**src/gravity_pair_force_accumulator_unit_macros.svh**
```systemverilog
// Assertion macros used by gpfa_back.
`ifndef GRAVITY_PAIR_FORCE_ACCUMULATOR_UNIT_MACROS_SVH
`define GRAVITY_PAIR_FORCE_ACCUMULATOR_UNIT_MACROS_SVH
`ifndef SYNTHESIS
`define GPFA_ASSERT(lbl, clk, rst, prop) \
   lbl: assert property (@(posedge clk) disable iff (rst) (prop)) \
      else $error("%m: check failed");
`define GPFA_ASSERT_NEXT(lbl, clk, rst, ante, cons) \
   lbl: assert property (@(posedge clk) disable iff (rst) (ante) |=> (cons)) \
      else $error("%m: check failed");
`else
`define GPFA_ASSERT(lbl, clk, rst, prop)
`define GPFA_ASSERT_NEXT(lbl, clk, rst, ante, cons)
`endif
`endif

```
**src/gpfa_pkg.sv**
```systemverilog
`timescale 1ns / 1ps
`default_nettype none
package gpfa_pkg;

   typedef enum logic [2:0] {
      FOP_ADD,
      FOP_SUB,
      FOP_MUL,
      FOP_DIV,
      FOP_SQRT
   } fop_type;

   typedef enum logic [3:0] {
      FS_IDLE,
      FS_PREP,
      FS_NORMIN,
      FS_ITER,
      FS_COLLECT,
      FS_LZC,
      FS_SHIFT,
      FS_DENORM,
      FS_ROUND
   } fstate_type;

   typedef enum logic [4:0] {
      BS_IDLE,
      BS_DX,
      BS_DY,
      BS_DZ,
      BS_XX,
      BS_YY,
      BS_ZZ,
      BS_P,
      BS_R2,
      BS_Q,
      BS_RT,
      BS_W,
      BS_S,
      BS_TX,
      BS_TY,
      BS_TZ,
      BS_AP,
      BS_AX,
      BS_AY,
      BS_AZ,
      BS_EMIT
   } bstate_type;

   localparam logic [31:0] FP_ONE       = 32'h3F80_0000;
   localparam logic [31:0] FP_QNAN      = 32'hFFC0_0000;
   localparam logic [31:0] FP_SQRT_NAN  = 32'h7FC0_0000;
   localparam logic [31:0] FP_POS_ZERO  = 32'h0000_0000;
   localparam logic [31:0] FP_QUIET_BIT = 32'h0040_0000;
   localparam logic signed [10:0] FP_EMIN = -11'sd126;
   localparam logic signed [10:0] FP_EMAX = 11'sd127;
   localparam logic signed [10:0] FP_BIAS = 11'sd127;

   typedef struct packed {
      logic [31:0] target_x;
      logic [31:0] target_y;
      logic [31:0] target_z;
      logic [31:0] source_x;
      logic [31:0] source_y;
      logic [31:0] source_z;
      logic [31:0] source_mass;
      logic        last_source;
   } item_type;

   typedef struct packed {
      logic        start;
      fop_type     op;
      logic [31:0] a;
      logic [31:0] b;
   } fpu_req_type;

   typedef struct packed {
      logic        busy;
      logic        done;
      logic [31:0] result;
   } fpu_rsp_type;

   function automatic logic fp_is_nan(logic [31:0] x);
      return (x[30:23] == 8'hFF) && (x[22:0] != 23'd0);
   endfunction

   function automatic logic fp_is_inf(logic [31:0] x);
      return (x[30:23] == 8'hFF) && (x[22:0] == 23'd0);
   endfunction

   function automatic logic fp_is_zero(logic [31:0] x);
      return x[30:0] == 31'd0;
   endfunction

   function automatic logic [23:0] fp_man(logic [31:0] x);
      return {|x[30:23], x[22:0]};
   endfunction

   // Exponent of the significand's least significant bit.
   function automatic logic signed [10:0] fp_exp(logic [31:0] x);
      return (x[30:23] == 8'd0) ? -11'sd149 : ($signed({3'b000, x[30:23]}) - 11'sd150);
   endfunction

   function automatic logic fp_gt_zero(logic [31:0] x);
      return !x[31] && !fp_is_zero(x) && !fp_is_nan(x);
   endfunction

endpackage
`default_nettype wire

```
**src/gravity_pair_force_accumulator_unit.sv**
```systemverilog
// Direct pairwise gravity accumulator in IEEE single precision.
// The req channel carries one beat per target/source pair: target and source
// positions and the source mass in tdata, and tlast set on the last source of
// the target. The rsp channel gives one beat per target, after its last source:
// the potential and the three acceleration sums, which are then cleared.
// A two-entry queue takes req beats while the back end works on earlier ones.
// The back end runs every pair through one shared floating-point unit, one
// operation after another; a coincident pair stops after its squared distance.
// Divide and square root each run a 27-step digit loop. The back end takes a
// new pair only when it has finished the last one.
// The result sits in an output register; while rsp_tready is low the block
// keeps processing the next target's pairs and waits only when a further
// result is due. Synchronous reset empties the queue, drops any pending
// result and clears the four sums to positive zero.
`timescale 1ns / 1ps
`default_nettype none
module gravity_pair_force_accumulator_unit
   import gpfa_pkg::*;
(
   input  wire logic         clock,
   input  wire logic         reset,
   input  wire logic         req_tvalid,
   output logic              req_tready,
   // target_x, target_y, target_z, source_x, source_y, source_z, source_mass
   input  wire logic [223:0] req_tdata,
   input  wire logic         req_tlast,
   output logic              rsp_tvalid,
   input  wire logic         rsp_tready,
   // potential, accel_x, accel_y, accel_z
   output logic [127:0]      rsp_tdata
);

   item_type item;
   logic     item_valid;
   logic     item_ready;

   gpfa_front u_front (
      .clock      (clock),
      .reset      (reset),
      .req_tvalid (req_tvalid),
      .req_tready (req_tready),
      .req_tdata  (req_tdata),
      .req_tlast  (req_tlast),
      .item       (item),
      .item_valid (item_valid),
      .item_ready (item_ready)
   );

   gpfa_back u_back (
      .clock      (clock),
      .reset      (reset),
      .item       (item),
      .item_valid (item_valid),
      .item_ready (item_ready),
      .rsp_tvalid (rsp_tvalid),
      .rsp_tready (rsp_tready),
      .rsp_tdata  (rsp_tdata)
   );

endmodule
`default_nettype wire

```
**src/gpfa_front.sv**
```systemverilog
`timescale 1ns / 1ps
`default_nettype none
module gpfa_front
   import gpfa_pkg::*;
(
   input  wire logic         clock,
   input  wire logic         reset,
   input  wire logic         req_tvalid,
   output logic              req_tready,
   // target_x, target_y, target_z, source_x, source_y, source_z, source_mass
   input  wire logic [223:0] req_tdata,
   input  wire logic         req_tlast,
   output item_type          item,
   output logic              item_valid,
   input  wire logic         item_ready
);

   item_type   queue_ff [2];
   logic       wr_ptr_ff, wr_ptr_in;
   logic       rd_ptr_ff, rd_ptr_in;
   logic [1:0] count_ff, count_in;
   logic       push, pop;
   item_type   beat;

   always_comb begin
      beat.target_x    = req_tdata[31:0];
      beat.target_y    = req_tdata[63:32];
      beat.target_z    = req_tdata[95:64];
      beat.source_x    = req_tdata[127:96];
      beat.source_y    = req_tdata[159:128];
      beat.source_z    = req_tdata[191:160];
      beat.source_mass = req_tdata[223:192];
      beat.last_source = req_tlast;
   end

   assign req_tready = (count_ff != 2'd2);
   assign push       = req_tvalid && req_tready;
   assign item_valid = (count_ff != 2'd0);
   assign pop        = item_valid && item_ready;
   assign item       = queue_ff[rd_ptr_ff];

   always_comb begin
      wr_ptr_in = push ? ~wr_ptr_ff : wr_ptr_ff;
      rd_ptr_in = pop ? ~rd_ptr_ff : rd_ptr_ff;
      count_in  = count_ff + {1'b0, push} - {1'b0, pop};
   end

   always_ff @(posedge clock) begin
      if (reset) begin
         wr_ptr_ff <= 1'b0;
         rd_ptr_ff <= 1'b0;
         count_ff  <= 2'd0;
      end else begin
         wr_ptr_ff <= wr_ptr_in;
         rd_ptr_ff <= rd_ptr_in;
         count_ff  <= count_in;
      end
   end

   always_ff @(posedge clock) begin
      if (push) begin
         queue_ff[wr_ptr_ff] <= beat;
      end
   end

endmodule
`default_nettype wire

```
**src/gpfa_fpu.sv**
```systemverilog
`timescale 1ns / 1ps
`default_nettype none
module gpfa_fpu
   import gpfa_pkg::*;
(
   input  wire logic        clock,
   input  wire logic        reset,
   input  wire fpu_req_type fpu_req,
   output fpu_rsp_type      fpu_rsp
);

   fstate_type           state_ff, state_in;
   fop_type              op_ff;
   logic [31:0]          a_ff, b_ff, res_ff;
   logic [23:0]          ma_ff, mb_ff;
   logic signed [10:0]   ea_ff, eb_ff, e_ff;
   logic                 sign_ff, s_ff, done_ff;
   logic [49:0]          r_ff;
   logic [5:0]           lz_ff;
   logic [29:0]          rem_ff;
   logic [26:0]          quo_ff;
   logic [53:0]          rad_ff;
   logic [4:0]           cnt_ff;

   logic                 sa, sb_eff;
   logic                 nan_a, nan_b, inf_a, inf_b, zero_a, zero_b;
   logic                 spec_hit;
   logic [31:0]          spec_val;
   logic                 a_ge;
   logic [23:0]          big_m, small_m;
   logic signed [10:0]   big_e, small_e, exp_diff;
   logic                 big_s, small_s;
   logic [4:0]           align_sh;
   logic [58:0]          align_wide;
   logic [27:0]          small_al, big_al, sum28;
   logic [47:0]          prod;
   logic                 norm_done;
   logic [29:0]          div_sub;
   logic                 div_ge;
   logic [29:0]          sq_rem, sq_trial;
   logic                 sq_ge;
   logic                 odd_e;
   logic [24:0]          sq_m;
   logic signed [10:0]   sq_e;
   logic [10:0]          dn_amt;
   logic [5:0]           dn_sh;
   logic [113:0]         dn_wide;
   logic [23:0]          rnd_m, rnd_mf;
   logic [24:0]          rnd_sum;
   logic                 rnd_inc, rnd_st;
   logic signed [10:0]   rnd_e, rnd_f;
   logic [31:0]          rnd_val;

   function automatic logic [5:0] lead_zeros(logic [49:0] v);
      logic [5:0] n;
      n = 6'd50;
      for (int i = 0; i < 50; i++) begin
         if (v[i]) begin
            n = 6'(49 - i);
         end
      end
      return n;
   endfunction

   always_comb begin
      sa     = a_ff[31];
      sb_eff = b_ff[31] ^ (op_ff == FOP_SUB);
      nan_a  = fp_is_nan(a_ff);
      nan_b  = fp_is_nan(b_ff);
      inf_a  = fp_is_inf(a_ff);
      inf_b  = fp_is_inf(b_ff);
      zero_a = fp_is_zero(a_ff);
      zero_b = fp_is_zero(b_ff);
   end

   always_comb begin
      spec_hit = 1'b1;
      spec_val = FP_QNAN;
      unique case (op_ff) inside
         FOP_ADD, FOP_SUB: begin
            if (nan_a) begin
               spec_val = a_ff | FP_QUIET_BIT;
            end else if (nan_b) begin
               spec_val = b_ff | FP_QUIET_BIT;
            end else if (inf_a && inf_b && (sa != sb_eff)) begin
               spec_val = FP_QNAN;
            end else if (inf_a) begin
               spec_val = a_ff;
            end else if (inf_b) begin
               spec_val = {sb_eff, b_ff[30:0]};
            end else if (zero_a && zero_b) begin
               spec_val = {sa && sb_eff, 31'd0};
            end else if (zero_b) begin
               spec_val = a_ff;
            end else if (zero_a) begin
               spec_val = {sb_eff, b_ff[30:0]};
            end else begin
               spec_hit = 1'b0;
            end
         end
         FOP_MUL: begin
            if (nan_a) begin
               spec_val = a_ff | FP_QUIET_BIT;
            end else if (nan_b) begin
               spec_val = b_ff | FP_QUIET_BIT;
            end else if ((inf_a && zero_b) || (zero_a && inf_b)) begin
               spec_val = FP_QNAN;
            end else if (inf_a || inf_b) begin
               spec_val = {sa ^ b_ff[31], 8'hFF, 23'd0};
            end else if (zero_a || zero_b) begin
               spec_val = {sa ^ b_ff[31], 31'd0};
            end else begin
               spec_hit = 1'b0;
            end
         end
         FOP_DIV: begin
            if (nan_a) begin
               spec_val = a_ff | FP_QUIET_BIT;
            end else if (nan_b) begin
               spec_val = b_ff | FP_QUIET_BIT;
            end else if ((inf_a && inf_b) || (zero_a && zero_b)) begin
               spec_val = FP_QNAN;
            end else if (inf_a || zero_b) begin
               spec_val = {sa ^ b_ff[31], 8'hFF, 23'd0};
            end else if (inf_b || zero_a) begin
               spec_val = {sa ^ b_ff[31], 31'd0};
            end else begin
               spec_hit = 1'b0;
            end
         end
         FOP_SQRT: begin
            if (nan_a || zero_a) begin
               spec_val = a_ff;
            end else if (sa) begin
               spec_val = FP_SQRT_NAN;
            end else if (inf_a) begin
               spec_val = a_ff;
            end else begin
               spec_hit = 1'b0;
            end
         end
         default: begin
            spec_hit = 1'b1;
            spec_val = FP_QNAN;
         end
      endcase
   end

   // Add path: align the smaller operand with guard, round and sticky bits; also the multiply product.
   always_comb begin
      a_ge       = a_ff[30:0] >= b_ff[30:0];
      big_m      = a_ge ? fp_man(a_ff) : fp_man(b_ff);
      small_m    = a_ge ? fp_man(b_ff) : fp_man(a_ff);
      big_e      = a_ge ? fp_exp(a_ff) : fp_exp(b_ff);
      small_e    = a_ge ? fp_exp(b_ff) : fp_exp(a_ff);
      big_s      = a_ge ? sa : sb_eff;
      small_s    = a_ge ? sb_eff : sa;
      exp_diff   = big_e - small_e;
      align_sh   = (exp_diff > 11'sd31) ? 5'd31 : exp_diff[4:0];
      align_wide = {small_m, 3'b000, 32'd0} >> align_sh;
      small_al   = {1'b0, align_wide[58:33], align_wide[32] | (|align_wide[31:0])};
      big_al     = {1'b0, big_m, 3'b000};
      sum28      = (big_s == small_s) ? (big_al + small_al) : (big_al - small_al);
      prod       = fp_man(a_ff) * fp_man(b_ff);
   end

   always_comb begin
      norm_done = ma_ff[23] && ((op_ff == FOP_SQRT) || mb_ff[23]);
      div_sub   = rem_ff - {6'd0, mb_ff};
      div_ge    = rem_ff >= {6'd0, mb_ff};
      sq_rem    = {rem_ff[27:0], rad_ff[53:52]};
      sq_trial  = {1'b0, quo_ff, 2'b01};
      sq_ge     = sq_rem >= sq_trial;
      odd_e     = ea_ff[0];
      sq_m      = odd_e ? {ma_ff, 1'b0} : {1'b0, ma_ff};
      sq_e      = odd_e ? (ea_ff - 11'sd1) : ea_ff;
   end

   always_comb begin
      dn_amt  = 11'(FP_EMIN - e_ff);
      dn_sh   = (dn_amt > 11'd63) ? 6'd63 : dn_amt[5:0];
      dn_wide = {r_ff, 64'd0} >> dn_sh;
   end

   always_comb begin
      rnd_m   = r_ff[49:26];
      rnd_st  = (|r_ff[24:0]) | s_ff;
      rnd_inc = r_ff[25] && (rnd_st || rnd_m[0]);
      rnd_sum = {1'b0, rnd_m} + {24'd0, rnd_inc};
      rnd_mf  = rnd_sum[24] ? rnd_sum[24:1] : rnd_sum[23:0];
      rnd_e   = e_ff + $signed({10'd0, rnd_sum[24]});
      rnd_f   = rnd_e + FP_BIAS;
      if (rnd_e > FP_EMAX) begin
         rnd_val = {sign_ff, 8'hFF, 23'd0};
      end else begin
         rnd_val = {sign_ff, rnd_mf[23] ? rnd_f[7:0] : 8'd0, rnd_mf[22:0]};
      end
   end

   always_comb begin
      state_in = state_ff;
      unique case (state_ff)
         FS_IDLE: begin
            if (fpu_req.start) begin
               state_in = FS_PREP;
            end
         end
         FS_PREP: begin
            if (spec_hit) begin
               state_in = FS_IDLE;
            end else if ((op_ff == FOP_DIV) || (op_ff == FOP_SQRT)) begin
               state_in = FS_NORMIN;
            end else if (((op_ff == FOP_ADD) || (op_ff == FOP_SUB)) && (sum28 == 28'd0)) begin
               state_in = FS_IDLE;
            end else begin
               state_in = FS_LZC;
            end
         end
         FS_NORMIN: begin
            if (norm_done) begin
               state_in = FS_ITER;
            end
         end
         FS_ITER: begin
            if (cnt_ff == 5'd0) begin
               state_in = FS_COLLECT;
            end
         end
         FS_COLLECT: state_in = FS_LZC;
         FS_LZC:     state_in = FS_SHIFT;
         FS_SHIFT:   state_in = FS_DENORM;
         FS_DENORM:  state_in = FS_ROUND;
         FS_ROUND:   state_in = FS_IDLE;
         default:    state_in = FS_IDLE;
      endcase
   end

   always_comb begin
      fpu_rsp.busy   = (state_ff != FS_IDLE);
      fpu_rsp.done   = done_ff;
      fpu_rsp.result = res_ff;
   end

   always_ff @(posedge clock) begin
      if (reset) begin
         state_ff <= FS_IDLE;
         done_ff  <= 1'b0;
      end else begin
         state_ff <= state_in;
         done_ff  <= ((state_ff == FS_PREP) && (state_in == FS_IDLE))
                     || (state_ff == FS_ROUND);
      end
   end

   always_ff @(posedge clock) begin
      case (state_ff)
         FS_IDLE: begin
            if (fpu_req.start) begin
               op_ff <= fpu_req.op;
               a_ff  <= fpu_req.a;
               b_ff  <= fpu_req.b;
            end
         end
         FS_PREP: begin
            s_ff  <= 1'b0;
            ma_ff <= fp_man(a_ff);
            mb_ff <= fp_man(b_ff);
            ea_ff <= fp_exp(a_ff);
            eb_ff <= fp_exp(b_ff);
            if (spec_hit) begin
               res_ff <= spec_val;
            end else begin
               case (op_ff) inside
                  FOP_ADD, FOP_SUB: begin
                     res_ff  <= FP_POS_ZERO;
                     r_ff    <= {22'd0, sum28};
                     e_ff    <= big_e - 11'sd3;
                     sign_ff <= big_s;
                  end
                  FOP_MUL: begin
                     r_ff    <= {2'b00, prod};
                     e_ff    <= fp_exp(a_ff) + fp_exp(b_ff);
                     sign_ff <= sa ^ b_ff[31];
                  end
                  default: begin
                     sign_ff <= sa ^ ((op_ff == FOP_DIV) && b_ff[31]);
                  end
               endcase
            end
         end
         FS_NORMIN: begin
            if (norm_done) begin
               cnt_ff <= 5'd26;
               quo_ff <= 27'd0;
               if (op_ff == FOP_DIV) begin
                  rem_ff <= {6'd0, ma_ff};
                  e_ff   <= ea_ff - eb_ff - 11'sd26;
               end else begin
                  rem_ff <= 30'd0;
                  rad_ff <= {1'b0, sq_m, 28'd0};
                  e_ff   <= (sq_e - 11'sd28) >>> 1;
               end
            end else begin
               if (!ma_ff[23]) begin
                  ma_ff <= {ma_ff[22:0], 1'b0};
                  ea_ff <= ea_ff - 11'sd1;
               end
               if (!mb_ff[23]) begin
                  mb_ff <= {mb_ff[22:0], 1'b0};
                  eb_ff <= eb_ff - 11'sd1;
               end
            end
         end
         FS_ITER: begin
            cnt_ff <= cnt_ff - 5'd1;
            if (op_ff == FOP_DIV) begin
               quo_ff <= {quo_ff[25:0], div_ge};
               rem_ff <= div_ge ? {div_sub[28:0], 1'b0} : {rem_ff[28:0], 1'b0};
            end else begin
               quo_ff <= {quo_ff[25:0], sq_ge};
               rem_ff <= sq_ge ? (sq_rem - sq_trial) : sq_rem;
               rad_ff <= {rad_ff[51:0], 2'b00};
            end
         end
         FS_COLLECT: begin
            r_ff <= {23'd0, quo_ff};
            s_ff <= (rem_ff != 30'd0);
         end
         FS_LZC: begin
            lz_ff <= lead_zeros(r_ff);
         end
         FS_SHIFT: begin
            r_ff <= r_ff << lz_ff;
            e_ff <= e_ff + 11'sd49 - $signed({5'd0, lz_ff});
         end
         FS_DENORM: begin
            if (e_ff < FP_EMIN) begin
               r_ff <= dn_wide[113:64];
               s_ff <= s_ff | (|dn_wide[63:0]);
               e_ff <= FP_EMIN;
            end
         end
         FS_ROUND: begin
            res_ff <= rnd_val;
         end
         default: begin
            res_ff <= res_ff;
         end
      endcase
   end

endmodule
`default_nettype wire

```
**src/gpfa_back.sv**
```systemverilog
`timescale 1ns / 1ps
`default_nettype none
`include "gravity_pair_force_accumulator_unit_macros.svh"
module gpfa_back
   import gpfa_pkg::*;
(
   input  wire logic         clock,
   input  wire logic         reset,
   input  wire item_type     item,
   input  wire logic         item_valid,
   output logic              item_ready,
   output logic              rsp_tvalid,
   input  wire logic         rsp_tready,
   // potential, accel_x, accel_y, accel_z
   output logic [127:0]      rsp_tdata
);

   bstate_type  state_ff, state_in;
   item_type    item_ff;
   logic [31:0] dx_ff, dy_ff, dz_ff, t0_ff, t1_ff, t2_ff;
   logic [31:0] sum_p_ff, sum_x_ff, sum_y_ff, sum_z_ff;
   logic [127:0] out_ff;
   logic        out_valid_ff, out_valid_in;
   logic        issued_ff, issued_in;
   logic        op_step, emit_go;
   fpu_req_type fpu_req;
   fpu_rsp_type fpu_rsp;

   gpfa_fpu u_fpu (
      .clock   (clock),
      .reset   (reset),
      .fpu_req (fpu_req),
      .fpu_rsp (fpu_rsp)
   );

   assign op_step    = (state_ff != BS_IDLE) && (state_ff != BS_EMIT);
   assign emit_go    = (state_ff == BS_EMIT) && (!out_valid_ff || rsp_tready);
   assign item_ready = (state_ff == BS_IDLE);
   assign rsp_tvalid = out_valid_ff;
   assign rsp_tdata  = out_ff;

   always_comb begin
      state_in = state_ff;
      unique case (state_ff)
         BS_IDLE: begin
            if (item_valid) begin
               state_in = BS_DX;
            end
         end
         BS_R2: begin
            if (fpu_rsp.done) begin
               if (fp_gt_zero(fpu_rsp.result)) begin
                  state_in = BS_Q;
               end else begin
                  state_in = item_ff.last_source ? BS_EMIT : BS_IDLE;
               end
            end
         end
         BS_AZ: begin
            if (fpu_rsp.done) begin
               state_in = item_ff.last_source ? BS_EMIT : BS_IDLE;
            end
         end
         BS_EMIT: begin
            if (emit_go) begin
               state_in = BS_IDLE;
            end
         end
         default: begin
            if (fpu_rsp.done) begin
               state_in = bstate_type'(state_ff + 5'd1);
            end
         end
      endcase
   end

   always_comb begin
      fpu_req.start = op_step && !issued_ff && !fpu_rsp.busy;
      fpu_req.op    = FOP_MUL;
      fpu_req.a     = dx_ff;
      fpu_req.b     = dx_ff;
      unique case (state_ff)
         BS_DX: begin
            fpu_req.op = FOP_SUB;
            fpu_req.a  = item_ff.source_x;
            fpu_req.b  = item_ff.target_x;
         end
         BS_DY: begin
            fpu_req.op = FOP_SUB;
            fpu_req.a  = item_ff.source_y;
            fpu_req.b  = item_ff.target_y;
         end
         BS_DZ: begin
            fpu_req.op = FOP_SUB;
            fpu_req.a  = item_ff.source_z;
            fpu_req.b  = item_ff.target_z;
         end
         BS_XX: begin
            fpu_req.a = dx_ff;
            fpu_req.b = dx_ff;
         end
         BS_YY: begin
            fpu_req.a = dy_ff;
            fpu_req.b = dy_ff;
         end
         BS_ZZ: begin
            fpu_req.a = dz_ff;
            fpu_req.b = dz_ff;
         end
         BS_P: begin
            fpu_req.op = FOP_ADD;
            fpu_req.a  = t0_ff;
            fpu_req.b  = t1_ff;
         end
         BS_R2: begin
            fpu_req.op = FOP_ADD;
            fpu_req.a  = t0_ff;
            fpu_req.b  = t2_ff;
         end
         BS_Q: begin
            fpu_req.op = FOP_DIV;
            fpu_req.a  = FP_ONE;
            fpu_req.b  = t0_ff;
         end
         BS_RT: begin
            fpu_req.op = FOP_SQRT;
            fpu_req.a  = t1_ff;
            fpu_req.b  = t1_ff;
         end
         BS_W: begin
            fpu_req.a = item_ff.source_mass;
            fpu_req.b = t2_ff;
         end
         BS_S: begin
            fpu_req.a = t1_ff;
            fpu_req.b = t2_ff;
         end
         BS_TX: begin
            fpu_req.a = dx_ff;
            fpu_req.b = t0_ff;
         end
         BS_TY: begin
            fpu_req.a = dy_ff;
            fpu_req.b = t0_ff;
         end
         BS_TZ: begin
            fpu_req.a = dz_ff;
            fpu_req.b = t0_ff;
         end
         BS_AP: begin
            fpu_req.op = FOP_ADD;
            fpu_req.a  = sum_p_ff;
            fpu_req.b  = t2_ff;
         end
         BS_AX: begin
            fpu_req.op = FOP_ADD;
            fpu_req.a  = sum_x_ff;
            fpu_req.b  = dx_ff;
         end
         BS_AY: begin
            fpu_req.op = FOP_ADD;
            fpu_req.a  = sum_y_ff;
            fpu_req.b  = dy_ff;
         end
         BS_AZ: begin
            fpu_req.op = FOP_ADD;
            fpu_req.a  = sum_z_ff;
            fpu_req.b  = dz_ff;
         end
         default: begin
            fpu_req.op = FOP_MUL;
         end
      endcase
   end

   always_comb begin
      issued_in = issued_ff;
      if (fpu_req.start) begin
         issued_in = 1'b1;
      end else if (fpu_rsp.done) begin
         issued_in = 1'b0;
      end
      out_valid_in = out_valid_ff;
      if (emit_go) begin
         out_valid_in = 1'b1;
      end else if (rsp_tready) begin
         out_valid_in = 1'b0;
      end
   end

   always_ff @(posedge clock) begin
      if (reset) begin
         state_ff     <= BS_IDLE;
         issued_ff    <= 1'b0;
         out_valid_ff <= 1'b0;
         sum_p_ff     <= FP_POS_ZERO;
         sum_x_ff     <= FP_POS_ZERO;
         sum_y_ff     <= FP_POS_ZERO;
         sum_z_ff     <= FP_POS_ZERO;
      end else begin
         state_ff     <= state_in;
         issued_ff    <= issued_in;
         out_valid_ff <= out_valid_in;
         if (emit_go) begin
            sum_p_ff <= FP_POS_ZERO;
            sum_x_ff <= FP_POS_ZERO;
            sum_y_ff <= FP_POS_ZERO;
            sum_z_ff <= FP_POS_ZERO;
         end else if (fpu_rsp.done) begin
            case (state_ff)
               BS_AP:   sum_p_ff <= fpu_rsp.result;
               BS_AX:   sum_x_ff <= fpu_rsp.result;
               BS_AY:   sum_y_ff <= fpu_rsp.result;
               BS_AZ:   sum_z_ff <= fpu_rsp.result;
               default: sum_p_ff <= sum_p_ff;
            endcase
         end
      end
   end

   always_ff @(posedge clock) begin
      if ((state_ff == BS_IDLE) && item_valid) begin
         item_ff <= item;
      end
      if (emit_go) begin
         out_ff <= {sum_z_ff, sum_y_ff, sum_x_ff, sum_p_ff};
      end
      if (fpu_rsp.done) begin
         case (state_ff) inside
            BS_DX, BS_TX:        dx_ff <= fpu_rsp.result;
            BS_DY, BS_TY:        dy_ff <= fpu_rsp.result;
            BS_DZ, BS_TZ:        dz_ff <= fpu_rsp.result;
            BS_XX, BS_P, BS_R2,
            BS_S:                t0_ff <= fpu_rsp.result;
            BS_YY, BS_Q:         t1_ff <= fpu_rsp.result;
            BS_ZZ, BS_RT, BS_W:  t2_ff <= fpu_rsp.result;
            default:             t0_ff <= t0_ff;
         endcase
      end
   end

   `GPFA_ASSERT(a_start_when_free, clock, reset, !(fpu_req.start && fpu_rsp.busy))
   `GPFA_ASSERT_NEXT(a_start_makes_busy, clock, reset, fpu_req.start, fpu_rsp.busy)
   `GPFA_ASSERT_NEXT(a_emit_loads_output, clock, reset, emit_go, out_valid_ff)
   `GPFA_ASSERT(a_done_only_when_issued, clock, reset, !fpu_rsp.done || issued_ff)

endmodule
`default_nettype wire

```
**config.mk**
```make
export PLATFORM = sky130hd
export DESIGN_NAME = gravity_pair_force_accumulator_unit
export DESIGN_NICKNAME = d
export VERILOG_FILES = /design/src/gpfa_pkg.sv /design/src/gravity_pair_force_accumulator_unit.sv /design/src/gpfa_front.sv /design/src/gpfa_fpu.sv /design/src/gpfa_back.sv
export VERILOG_INCLUDE_DIRS = /design/src /design/src/src
export SDC_FILE = /design/constraint.sdc
export NUM_CORES = 2
export LEC_CHECK = 0
export BUFFER_PORTS_ARGS = -buffer_cell sky130_fd_sc_hd__clkbuf_2
export CELL_PAD_IN_SITES_DETAIL_PLACEMENT = 2
export CELL_PAD_IN_SITES_GLOBAL_PLACEMENT = 2
export CORE_MARGIN = 2
export CORE_UTILIZATION = 25
export CTS_BUF_LIST = sky130_fd_sc_hd__clkbuf_4
export DETAILED_ROUTE_END_ITERATION = 16
export HOLD_SLACK_MARGIN = 0.15
export PLACE_DENSITY = 0.58
export SLEW_MARGIN = 20
export SYNTH_ARGS = -nofsm -noshare
export SYNTH_HDL_FRONTEND = slang
export SYNTH_SLANG_ARGS = --single-unit
```
**constraint.sdc**
```tcl
create_clock -name clock -period 21.4 [get_ports clock]
set_clock_uncertainty 0.1 [all_clocks]
set_input_delay 5.35 -clock clock [delete_from_list [all_inputs] [get_ports clock]]
set_output_delay 5.35 -clock clock [all_outputs]
set_load 0.005 [all_outputs]
```
==> results_dict.tcl <==
set metrics [dict create \
    multiInputGateArea_um2 48500 \
    hp-class "reg2reg" \
    fin_crit_ns 13.73 \
    chipWidth_um 623 \
    yosys-top-cells-count "nand2_1, edfxtp_1, inv_1" \
    slew_headroom_pct 17.8 \
    yosys.area.top_type_share_pct 41.4 \
    synthesis.area_um2 95800 \
    cts_sinks 1465 \
    yosys.area.top_type "edfxtp_1" \
    grt_max_degree 149 \
    drv_cap 0 \
    drt_first_iter_violations 6527 \
    dr.pass1.iters 9 \
    syn_avg_cell_area_um2 10.5 \
    routed_wl_mm 459 \
    slowest_delay_ns 0.86 \
    reg2reg_slack_ns 7.67 \
    cts_tree "yes" \
    die_h_um 623 \
    die-area_um2 388000 \
    final_cell_area_um2 109000 \
    path_common_cell "a21oi_1" \
    synth_cells 9118 \
    yosysSeqAreaShare_pct 44.4 \
    cp-end-kind "flop" \
    cpMaxStageDelayCell "o211a_1" \
    pin_count 359 \
    setup_viol 0 \
    synth_area_leaders "edfxtp_1, fa_1, ha_1" \
    start_util_pct 25.1 \
    drt-wirelength-per-cell_um 30.8 \
    drive_gt1_share_pct 16.7 \
    path_clk_slew_ns 0.07 \
    ys_ff_latch 1465 \
    synth_most_common_cell "nand2_1" \
    arrival_ns 14.91 \
    viasPerCell 5.20 \
    grt_pass1_vias 83632 \
    dpl.hpwl_mm 345 \
    final_hold_viol_count 0 \
    cts_repair_resize_count 0 \
    cts-buffers-inserted 415 \
    drc 0 \
    yosysUniqueCellTypes 100 \
    dpl_cell_area_um2 104000 \
    async_flop_share_pct 0 \
    n_fill_cell 41765 \
    cp-start-kind "flop" \
    num_rows 227 \
    tightestPinTransition_ns 1.22 \
    outcome "finished, final reports clean" \
    h-tree-depth 5 \
    crit_fanout 54 \
    synth-edff-count 1321 \
    synth_flop_cell "edfxtp_1" \
    num-nets-final 10674 \
    fin_crit_sh_pct 64.1 \
    root_buffer "clkbuf_4" \
    yosysWarnings 0 \
    crit_buf_inv 4 \
    vias 77602 \
    detail-route-antenna-nets 0 \
    rsz0062_at_grt "false" \
    antenna_found_initial 51 \
    track_usage_pct 23.1 \
    synth_nets 10251 \
    fp.coreArea_um2 382000 \
    cts_hold_buffers 0 \
    max_freq_mhz 72.8 \
    fin_tns_setup_ns 0 \
    areaGrowthSynthToFinish_pct 14.0 \
    gp_congestion 0.917 \
    grt_overflow 0 \
    slew_viol_final 0 \
    clock_latency_ns 1.53 \
    worstPathRequired_ns 22.59 \
    portBuffers 358 \
    crit_type "reg2reg" \
    post_cts_buffers 0 \
    cpLargestDelayFamily "compound AO/OA/AOI/OAI gates" \
    instances_no_fill 14932 \
    dp_cells 14161 \
    clockBufferDepth 4 \
    grt_pass1_wl_mm 648 \
    seq_area_um2 42600 \
]
through the flow:
| step | hold slack, ns | setup slack, ns | utilization (%) |
|---|---|---|---|
| after global placement | 0.342 | 7.97 | 27.2 |
| after detailed placement | 0.352 | 7.70 | 27.2 |
| after CTS | 0.324 | 7.67 | 28.6 |
| after floorplan | 0.329 | 5.73 | - |
| after global routing | 0.329 | 6.61 | 28.6 |
| final | 0.312 | 7.67 | 28.6 |
state kept, by name, indices dropped and copies added (netlist names), 50 cells and up:
register           flops
u_back.item_ff       225
u_back.u_fpu.r_ff     50
u_front.queue_ff     450
u_back.rsp_tdata     128
worst paths after layout:
path / to / from / depth (start not counted)
worst max-delay path: u_back.u_fpu.state_ff[2] / u_back.u_fpu.b_ff[24] / 41
worst min-delay path: u_back.rsp_tdata[24] / u_back.sum_p_ff[24] / 0
worst max register to register: u_back.u_fpu.state_ff[2] / u_back.u_fpu.b_ff[24] / 41
worst min register to register: u_back.rsp_tdata[24] / u_back.sum_p_ff[24] / 0
per-layer routing:
layer	GRT usage, %	part of all wire (%)	routed length (µm)	up-vias
met3	3.32	5.1	23300	582
met2	38.4	47	218000	2396
met5	0	0.056	256	-
met4	7.64	3.5	15900	38
li1	-	-	-	33741
met1	30.6	44	202000	40845
worst register-to-register path: cells and delay by family, from the launching register on:
kind                       cells  cell delay, ns
DFF                            1            0.66
buffers and inverters          4            1.21
muxes                          1            0.38
AOI/OAI and AO/OA             25            8.30
adders and majority gates      3            1.21
and+or+nand+nor                8            1.73
layout by cell type (no fill, tap or decap), types with 28 or more instances in the layout:
cell type / Yosys / routed
o21a_1: 32 / 32
clkbuf_4: 0 / 624
nand2b_1: 42 / 41
nand4_1: 84 / 84
a222oi_1: 133 / 133
or3_1: 30 / 30
fa_1: 488 / 488
a21oi_1: 509 / 509
o22ai_1: 70 / 70
and3_1: 46 / 41
nor2b_1: 35 / 34
o21bai_1: 40 / 40
o211ai_1: 28 / 28
mux2i_1: 294 / 294
nand3_1: 157 / 156
buf_4: 1 / 214
a21o_1: 57 / 57
a21boi_0: 40 / 39
xor2_1: 48 / 48
nor2_1: 496 / 474
clkinv_1: 1 / 87
o21ai_0: 353 / 339
nand3b_1: 31 / 31
a31oi_1: 44 / 43
a211oi_1: 47 / 47
o31ai_1: 60 / 58
mux4_2: 33 / 33
nor3_1: 145 / 138
and2_1: 179 / 176
nand2_1: 1349 / 1342
nor4_1: 53 / 49
a22oi_1: 189 / 189
a221oi_1: 60 / 60
inv_1: 792 / 792
dfxtp_1: 144 / 143
xnor2_1: 158 / 155
mux2_2: 244 / 244
edfxtp_1: 1321 / 1321
clkbuf_2: 0 / 358
ha_1: 416 / 415
cell type report:
type	instances	share of cell area, %
diodes	21	0.0481
inverters	795	2.73
multi-input cells	6286	44.4
clock buffers	624	4.29
well taps	5038	5.77
repair buffers	578	3.22
clock inverters	125	0.601
flip-flops and latches	1465	39.0
logic make-up (layout without fill, tap and decap cells):
group                    Yosys count  in the layout  share of synthesized area (%)
AO/OA/AOI/OAI                   1875           1875                           13.2
XOR/XNOR                         208            208                           1.92
adder cells (fa/ha/maj)          904            904                           15.6
buffers and inverters           1367           2122                           5.40
flip-flops                      1465           1465                           44.4
multiplexers                     572            572                           6.73
other                              0             21                              0
AND/OR/NAND/NOR                 2727           2727                           12.7
Power is not shown: default switching activity piles up to over one toggle a cycle in this logic, so the estimate is an artifact.
